File: src/design/dvt_pkg.sv
// shared types and constants for the distinct value tracker
// no dependencies; imported by every module of the block
package dvt_pkg;

  localparam int SLOTS_DEF   = 1024;
  localparam int VALUES_DEF  = 1024;
  localparam int SLOT_W      = 10;
  localparam int VALUE_W     = 10;
  localparam int COUNT_W     = 11;
  localparam int IN_TDATA_W  = 24;
  localparam int OUT_TDATA_W = 16;

  // one classified assignment on its way from front to back
  typedef struct packed {
    logic               ok;
    logic [SLOT_W-1:0]  slot;
    logic [VALUE_W-1:0] value;
  } item_t;

endpackage

File: src/design/dvt_front.sv
// input side: takes beats from the stream, range-checks them and holds one
// classified item for the queue; uses dvt_pkg
module dvt_front #(
  parameter int SLOTS  = dvt_pkg::SLOTS_DEF,
  parameter int VALUES = dvt_pkg::VALUES_DEF
) (
  input  logic                             clk,
  input  logic                             rst,
  input  logic                             clearing,
  input  logic                             s_tvalid,
  output logic                             s_tready,
  input  logic [dvt_pkg::IN_TDATA_W-1:0]   s_tdata,
  output logic                             push,
  output dvt_pkg::item_t                   push_item,
  input  logic                             q_ready
);
  import dvt_pkg::*;

  logic              hold_v;
  item_t             hold;
  logic [SLOT_W-1:0] in_slot;
  logic [VALUE_W-1:0] in_value;
  logic              in_ok;

  assign in_slot  = s_tdata[SLOT_W-1:0];
  assign in_value = s_tdata[SLOT_W+VALUE_W-1:SLOT_W];
  // out-of-range items still give a result, but touch no table
  assign in_ok = (32'(in_slot) < 32'(SLOTS)) && (32'(in_value) < 32'(VALUES));

  assign s_tready  = !clearing && (!hold_v || q_ready);
  assign push      = hold_v && q_ready;
  assign push_item = hold;

  always_ff @(posedge clk) begin
    if (rst) begin
      hold_v <= 1'b0;
    end else if (s_tvalid && s_tready) begin
      hold_v <= 1'b1;
    end else if (push) begin
      hold_v <= 1'b0;
    end
  end

  always_ff @(posedge clk) begin
    if (s_tvalid && s_tready) begin
      hold <= '{ok: in_ok, slot: in_slot, value: in_value};
    end
  end

endmodule

File: config.mk
export PLATFORM = sky130hd
export DESIGN_NAME = dvt_front
export DESIGN_NICKNAME = d
export VERILOG_FILES = /design/src/design/dvt_pkg.sv /design/src/design/dvt_front.sv
export SDC_FILE = /design/constraint.sdc
export NUM_CORES = 1
export LEC_CHECK = 0
export CAP_MARGIN = 20
export CORE_AREA = 4 4 41 43
export CTS_BUF_LIST = sky130_fd_sc_hd__clkbuf_4 sky130_fd_sc_hd__clkbuf_8
export DETAILED_ROUTE_END_ITERATION = 8
export DIE_AREA = 0 0 45 47
export DONT_BUFFER_PORTS = 1
export GPL_ROUTABILITY_DRIVEN = 0
export GPL_TIMING_DRIVEN = 0
export PLACE_DENSITY = 0.66
export REMOVE_ABC_BUFFERS = 1
export SLEW_MARGIN = 20
export SYNTH_ARGS = -nofsm -noshare
export SYNTH_HDL_FRONTEND = slang
export SYNTH_SLANG_ARGS = --single-unit
export TNS_END_PERCENT = 50
File: constraint.sdc
create_clock -name clk -period 1.9 [get_ports clk]
set_input_delay 0.19 -clock clk [delete_from_list [all_inputs] [get_ports clk]]
set_output_delay 0.19 -clock clk [all_outputs]
set_load 0.02 [all_outputs]
==> reports/results.ini <==
[outcome]
run_status=completed

[clocking]
setup_repair_bufs_after_cts=0
cts.sink_count=21
cts_inserted_buffers=3
htree_levels=1
clk_path_buf_depth=2
cell_chosen_for_the_clock_root=clkbuf_4
clkTransAtPathRegs_ps=100
tritoncts_clock_tree=yes
clock_insertion_delay_worst_skew_ps=280

[worst_setup_path]
startpoint_type=register
timing.critical_path.from=hold_v
cpPeakStageDelay_ps=740
crit_buf_inv=0
critical_path.max_fanout=20
kind_of_capture_point_of_the_worst_setup_path=register
worst-endpoint-arrival_ps=1530
regToRegSetupSlack_ps=290
cp_data_required_time_ps=1820
crit-reg2reg-launch=hold_v
cpMaxStageDelayCell=nor2_2
critical-path-top-delay-family=simple AND/OR/NAND/NOR gates
crit_path_cell_chain=nor2b_1 -> nor2_2
critical_setup_path_class=register to register

[pwr]
standby_leakage_power_uw=0.000325
power_density_of_the_placed_cells_nw_per_um2=888
largest_voltage_drop_on_the_vdd_net_uv=587

[drt]
drt_iter0_markers=1
avgViaCountPerCell=5.03
vias=347
drt-wirelength-per-cell_um=18.6
route.final.wire_length_mm=1.28
drt.antenna.violating_nets=0
drc_errors=0
drt-pass1-iter-count=2

[yosys]
post_synthesis_share_of_cell_area_spent_on_and_or_nand_and_nor_gates=0.0588
post_synth_fa_ha_maj_area_fraction=0
netlist_instances=30
cell_area_after_technology_mapping_sq_um=681
synth_top_family_by_area=simple AND/OR/NAND/NOR gates
post_synth_xor_area_fraction=0
synthesis.area_per_instance_sq_um=22.7
yosys_warnings=0
synth_seq_area_share=0.912
synth_compound_gate_area_share=0.0129
synth_seq_cells=21
synthDistinctLibCells=10
muxShareOfSynthArea=0

[timing]
finalSetupTns_ps=0
setup_skew_after_layout_ps=1.97
slew_viol_final=0
setup_viol=0
clock.fmax_ghz=0.622
min_period_ps=1610
worst_pin_slew_ps=944
timing_hold_violations_final=0
max-slew-margin-rel=0.370
rsz_0062_raised_after_global_routing=no
min_period_over_period=0.847

[flow_run]
maximum_capacitance_violations=0

[global_routing]
grt_util_all_layers=0.131
grt_pass1_vias=398
grt_start_max_net_pins=21
grt_first_pass_wirelength_mm=1.87
initial_antenna_violation_count=0
global_route.overflow_total=0

[die]
core_area_sq_um=1300
floorplan.die.height_um=47
initial_core_util=0.523
io_pins=52
floorplan.rows=13
area_enclosed_by_the_die_boundary_sq_um=2120
die_x_um=45

[final_layout]
final_core_util=0.718
num-nets-final=84
areaGrowthSynthToFinish_pct=37.3
layoutNonFillerInstCount=69
drive_above_1_share=0.130
cell_area_after_layout_sq_um=935
antenna_cells=0

[placement]
placed_cells=44
placed_area_sq_um=694
numPortBuffers=0
hpwlAfterDp_um=853

[hold_path]
min-delay-start=s_tvalid
min-delay-path-class=input pin to register

==> cell usage in the layout, fill, tap and decap left out <==
master | synthesis | final
conb_1 | 1 | 1
nor2_1 | 2 | 1
and2_1 | 1 | 1
clkbuf_4 | 0 | 4
a21oi_2 | 1 | 1
nor2b_1 | 1 | 1
dfxtp_1 | 1 | 1
dlygate4sd3_1 | 0 | 21
edfxtp_1 | 20 | 20
nand2b_1 | 1 | 1
nor2_2 | 0 | 1
nand2b_4 | 1 | 1
==> metal layers <==
layer | up-vias | GRT usage | routed length [um]
met4 | 0 | 0.0351 | 0
met3 | 0 | 0.0651 | 161
met5 | - | 0 | 0
li1 | 157 | - | -
met1 | 160 | 0.112 | 424
met2 | 30 | 0.263 | 695
==> stage by stage <==
step / total power, uW / setup slack, ps / hold WS, ps
after global placement: 591 / 10.4 / 254
after floorplan: 587 / 200 / 252
after detailed placement: 593 / 341 / 257
final: 830 / 291 / 49.1
after CTS: 831 / 321 / 35.5
after global routing: 872 / 222 / 16.8
==> state kept, by name (all words and copies together), names as in the netlist <==
signal,count
hold_v,1
push_item,20
==> path summary, 6_finish.rpt <==
| path | end | cells after the start |
|---|---|---|
| setup / recovery | push_item[18] | 2 |
| hold / removal | hold_v | 2 |
| setup reg to reg | push_item[18] | 2 |
| hold reg to reg | hold_v | 2 |
==> report_power, final <==
group	switching [uW]	internal, uW
combinational	22.5	33.1
sequential	30.2	532
clock	117	95.7
==> cells in the mapped netlist <==
| cell type | instances | area, sq um |
|---|---|---|
| edfxtp_1 | 20 | 601 |
| dfxtp_1 | 1 | 20.0 |
| nand2b_4 | 1 | 13.8 |
| nor2b_1 | 1 | 6.26 |
| conb_1 | 1 | 3.75 |
| buf_4 | 1 | 7.51 |
| a21oi_2 | 1 | 8.76 |
| nor2_1 | 2 | 7.51 |
| and2_1 | 1 | 6.26 |
| nand2b_1 | 1 | 6.26 |
==> cell type report <==
type / instances / area [sq um]
Sequential cell: 21 / 621
Fill cell: 84 / 367
Timing Repair Buffer: 21 / 210
Multi-Input combinational cell: 8 / 55.1
Clock buffer: 4 / 30.0
Tap cell: 15 / 18.8
==> cell families after synthesis <==
family                 after synthesis
AO/OA/AOI/OAI                        1
buffers and inverters                1
flip-flops                          21
other                                1
AND/OR/NAND/NOR                      6
==> what timing repair did <==
action	CTS	global route
gates resized for setup	0	0
hold buffers	21	0
endpoints found under the hold margin	21	0
setup endpoints to repair	0	0
Note: power is estimated with default switching activity, not from simulation.
