<file path="src/design/dvt_pkg.sv">
// shared types and constants for the distinct value tracker
// no dependencies; imported by every module of the block
package dvt_pkg;

  localparam int SLOTS_DEF   = 1024;
  localparam int VALUES_DEF  = 1024;
  localparam int SLOT_W      = 10;
  localparam int VALUE_W     = 10;
  localparam int COUNT_W     = 11;
  localparam int IN_TDATA_W  = 24;
  localparam int OUT_TDATA_W = 16;

  // one classified assignment on its way from front to back
  typedef struct packed {
    logic               ok;
    logic [SLOT_W-1:0]  slot;
    logic [VALUE_W-1:0] value;
  } item_t;

endpackage

</file>
<file path="src/design/dvt_queue.sv">
// two-entry queue between front and back so either side can stall alone
// uses dvt_pkg for the item type
module dvt_queue (
  input  logic           clk,
  input  logic           rst,
  input  logic           push,
  input  dvt_pkg::item_t push_item,
  output logic           q_ready,
  input  logic           pop,
  output logic           q_valid,
  output dvt_pkg::item_t q_item
);
  import dvt_pkg::*;

  localparam int DEPTH = 2;

  item_t      entries [DEPTH];
  logic       wr_ptr;
  logic       rd_ptr;
  logic [1:0] count;

  assign q_ready = (count != 2'(DEPTH));
  assign q_valid = (count != 2'd0);
  assign q_item  = entries[rd_ptr];

  always_ff @(posedge clk) begin
    if (rst) begin
      wr_ptr <= 1'b0;
      rd_ptr <= 1'b0;
      count  <= 2'd0;
    end else begin
      if (push) begin
        wr_ptr <= ~wr_ptr;
      end
      if (pop) begin
        rd_ptr <= ~rd_ptr;
      end
      if (push && !pop) begin
        count <= count + 2'd1;
      end else if (pop && !push) begin
        count <= count - 2'd1;
      end
    end
  end

  always_ff @(posedge clk) begin
    if (push) begin
      entries[wr_ptr] <= push_item;
    end
  end

endmodule

</file>
<file path="config.mk">
export PLATFORM = sky130hd
export DESIGN_NAME = dvt_queue
export DESIGN_NICKNAME = d
export VERILOG_FILES = /design/src/design/dvt_pkg.sv /design/src/design/dvt_queue.sv
export SDC_FILE = /design/constraint.sdc
export NUM_CORES = 1
export LEC_CHECK = 0
export ABC_AREA = 1
export BUFFER_PORTS_ARGS = -buffer_cell sky130_fd_sc_hd__buf_2
export CORE_MARGIN = 10
export CORE_UTILIZATION = 55
export CTS_BUF_LIST = sky130_fd_sc_hd__clkbuf_16
export DETAILED_ROUTE_END_ITERATION = 8
export PLACE_DENSITY = 0.83
export SYNTH_ARGS = -nofsm -noshare
export SYNTH_HDL_FRONTEND = slang
export SYNTH_SLANG_ARGS = --single-unit
</file>
<file path="constraint.sdc">
create_clock -name clk -period 3.9 [get_ports clk]
set_input_delay 0.78 -clock clk [delete_from_list [all_inputs] [get_ports clk]]
set_output_delay 0.78 -clock clk [all_outputs]
set_load 0.02 [all_outputs]
</file>
==> key figures <==
Synthesis
  • Synth area leaders: edfxtp_1, mux2_4, dfxtp_1
  • Mean Syn Cell Area: 18.6 um^2
  • Cell Area, Synth: 0.00182 mm^2
  • Post-Synthesis Cells: 98
  • Post-Synthesis Net Count: 124
  • Synth cell types: 15
  • Sequential-to-total area share from yosys stat: 74.7%
  • Synthesis Warnings: 0
  • Post-synth top area share: 69.2%
  • Largest area contributor in the netlist: edfxtp_1
  • Yosys reg bits: 47

GRT
  • First-pass GRT wire length: 5290 um
  • Met3 usage: 5.99%
  • Tot GR Track Use: 11.4%
  • Grt ovf: 0
  • Initial antenna violation count: 0
  • M2 GR Usage: 20.9%
  • Vias in the first global route: 1,067
  • Pin count of the biggest net entering global routing: 23
  • GR peak layer: met2
  • Met1 Track Usage GR: 10.6%

Worst setup path
  • Endpoint type of the worst setup path: primary output
  • Worst Path Arrival: 1.65 ns
  • Crit Path Max Fanout: 16
  • Crit path launch type: register
  • WS Path Type: register to primary output
  • Worst Reg2Reg Path Length in Cells: 1
  • Setup slack, reg-to-reg: 2.38 ns
  • RR Endpoint: entries[0][17]
  • Top delay family on crit path: buffers and inverters
  • Crit Reg-Reg Startpoint: wr_ptr
  • CP max-delay cell: dfxtp_1
  • Crit path buffers/inverters: 2
  • Max stage delay on crit path: 0.50 ns
  • CP cell instances: buf_4 > mux2_4 > buf_2
  • Required @ worst endpoint: 3.12 ns

Floorplan
  • Starting Density: 58.7%
  • Die X: 77.6 um
  • Num ports: 48
  • Row cnt: 20
  • Core area: 0.00310 mm^2
  • Overall die area: 0.00601 mm^2
  • Chip height: 77.6 um

Power and ir drop
  • PwrDens: 532 mW/mm^2
  • Flop pwr share: 49.2%
  • Peak VDD IR: 0.311 mV
  • Combinational share of power: 12.8%
  • Switching power: 257 uW
  • Switch share: 21.4%
  • Clk pwr share: 38.0%
  • Pleak: 0.000954 uW
  • Internal Power: 947 uW

Finish
  • Storage element area: 0.00136 mm^2
  • Share of post-route cells with drive strength above 1: 50.0%
  • ANT cells: 0
  • NumNets Final: 177
  • Filler cells: 205
  • Area grow syn2layout: 24.2%
  • Multi-input gate area: 407 um^2

Clock tree
  • CTS Root Cell: clkbuf_16
  • Post-CTS Repair Setup Buffers: 0
  • CTS tree: yes
  • PostCTS Resize Cnt: 0
  • CTS sink cnt: 47
  • Clk slew on worst S/H paths: 0.06 ns
  • Clock Latency Late Sink: 0.29 ns
  • TritonCTS buffer count: 5
  • Post-CTS Hold Fix Bufs: 0
  • Worst-case clock buffer depth: 2
  • H-tree depth: 2

Timing
  • Slew Viols, Final: 0
  • Final Skew: 0.00782 ns
  • Fin crit period: 2.43 ns
  • RSZ-0062 raised after global routing: no
  • Slew @ Worst Pin: 1.04 ns
  • Endpoints failing setup: 0
  • Min Hold Slack: 0.537 ns
  • Final worst setup slack: 1.47 ns
  • Rel. slew slack: 30.9%
  • Setup_tns: 0 ns
  • Fin crit share: 62.2%
  • Final hold viol count: 0
  • Achievable Freq: 412 MHz

Min path
  • Hold depth: 2
  • Hold WC Path Type: register to register
  • HP Start: rd_ptr

Route
  • Vias: 957
  • Residual DRC: 0
  • Initial DRT Pass Iterations: 4
  • DRT antenna net count: 0
  • Via-to-Cell Ratio: 4.88
  • Routed WL: 3250 um
  • WL/cell: 16.6 um
  • Number of DRC markers in iteration 0: 74

Run status
  • Status: finished, final reports clean

Placed design
  • Dpl ws: 1.73 ns
  • Gpl congestion: 0.712
  • PortBufs: 47
  • Post-DP HPWL: 2450 um

Flow run
  • Max-cap violations: 0
[routing by layer]
metal / wire length (um) / vias up
met5: 0 / -
met4: 38 / 0
met3: 244 / 4
met2: 1850 / 33
met1: 1120 / 458
li1: - / 462
[cells in the mapped netlist, drive strengths merged]
master  instances
mux2           21
dfxtp           5
o21ai           1
nand3           1
inv             9
buf             2
ha              1
edfxtp         42
xnor2           1
nor3            1
nor2            5
a21oi           1
nand4           1
nand2           7
[cells by family (layout without fill, tap and decap cells)]
group                    count (synthesis)  in the layout  share of synthesized area [%]
flip-flops                              47             47                           74.7
multiplexers                            21             21                           17.1
AND/OR/NAND/NOR                         15             15                           3.37
buffers and inverters                   11             65                           3.09
AO/OA/AOI/OAI                            2              2                          0.549
adder cells (fa/ha/maj)                  1              1                          0.687
XOR/XNOR                                 1              1                          0.481
[metrics by stage]
stage | cell area (um^2) | util, % | instances | total power, uW
floorplan | 1820 | - | 98 | 708
global placement | 2100 | 67.7 | 188 | 751
detailed placement | 2100 | 67.7 | 188 | 761
CTS | 2260 | 72.9 | 196 | 1220
global route | 2260 | 72.9 | 196 | 1250
finish | 2260 | 72.9 | 196 | 1200
[power by group through the flow]
| stage | registers, uW | clock network [uW] | logic, uW |
|---|---|---|---|
| after global routing | 596 | 487 | 167 |
| after global placement | 600 | 0 | 151 |
| after CTS | 593 | 469 | 158 |
| final | 592 | 458 | 154 |
| after floorplan | 598 | 0 | 110 |
| after detailed placement | 603 | 0 | 157 |
[final cells by class]
cell class,instances,share of cell area [%]
Sequential cell,47,60.2
Multi-Input combinational cell,40,18.0
Timing Repair Buffer,48,10.7
Clock buffer,5,5.53
Tap cell,44,2.43
Clock inverter,3,1.66
Inverter,9,1.49
[placed cells by master, fill, tap and decap left out]
cell / n
nor3_1: 1
xnor2_1: 1
mux2_2: 1
bufinv_16: 1
buf_4: 1
dfxtp_1: 5
nand4_1: 1
nand2_1: 7
edfxtp_1: 42
a21oi_1: 1
buf_2: 47
o21ai_0: 1
ha_1: 1
clkbuf_16: 5
nand3_1: 1
mux2_4: 20
nor2_2: 1
nor2_1: 4
inv_1: 11
[registers in the layout (all words and copies together), names as in the netlist, named ones only]
register / cells
wr_ptr: 1
entries: 42
rd_ptr: 1
count: 2
[how the worst max path moves through the flow]
stage               cells after the start  startpoint            end  slack [ns]
finish                                  3    register     q_item[17]        1.47
global route                            3    register     q_item[15]        1.38
CTS                                     3    register     q_item[17]        1.45
detailed placement                      3        push  entries[0][2]        1.73
global placement                        3        push  entries[0][8]        1.78
floorplan                               2        push  entries[0][0]        1.79
[worst min-delay path, delay by kind of cell (launching register included)]
kind             cells  cell delay [ns]
flip-flops           1             0.33
XOR/XNOR             1             0.09
AND/OR/NAND/NOR      1             0.08
Note: power is estimated with default switching activity, not from simulation.
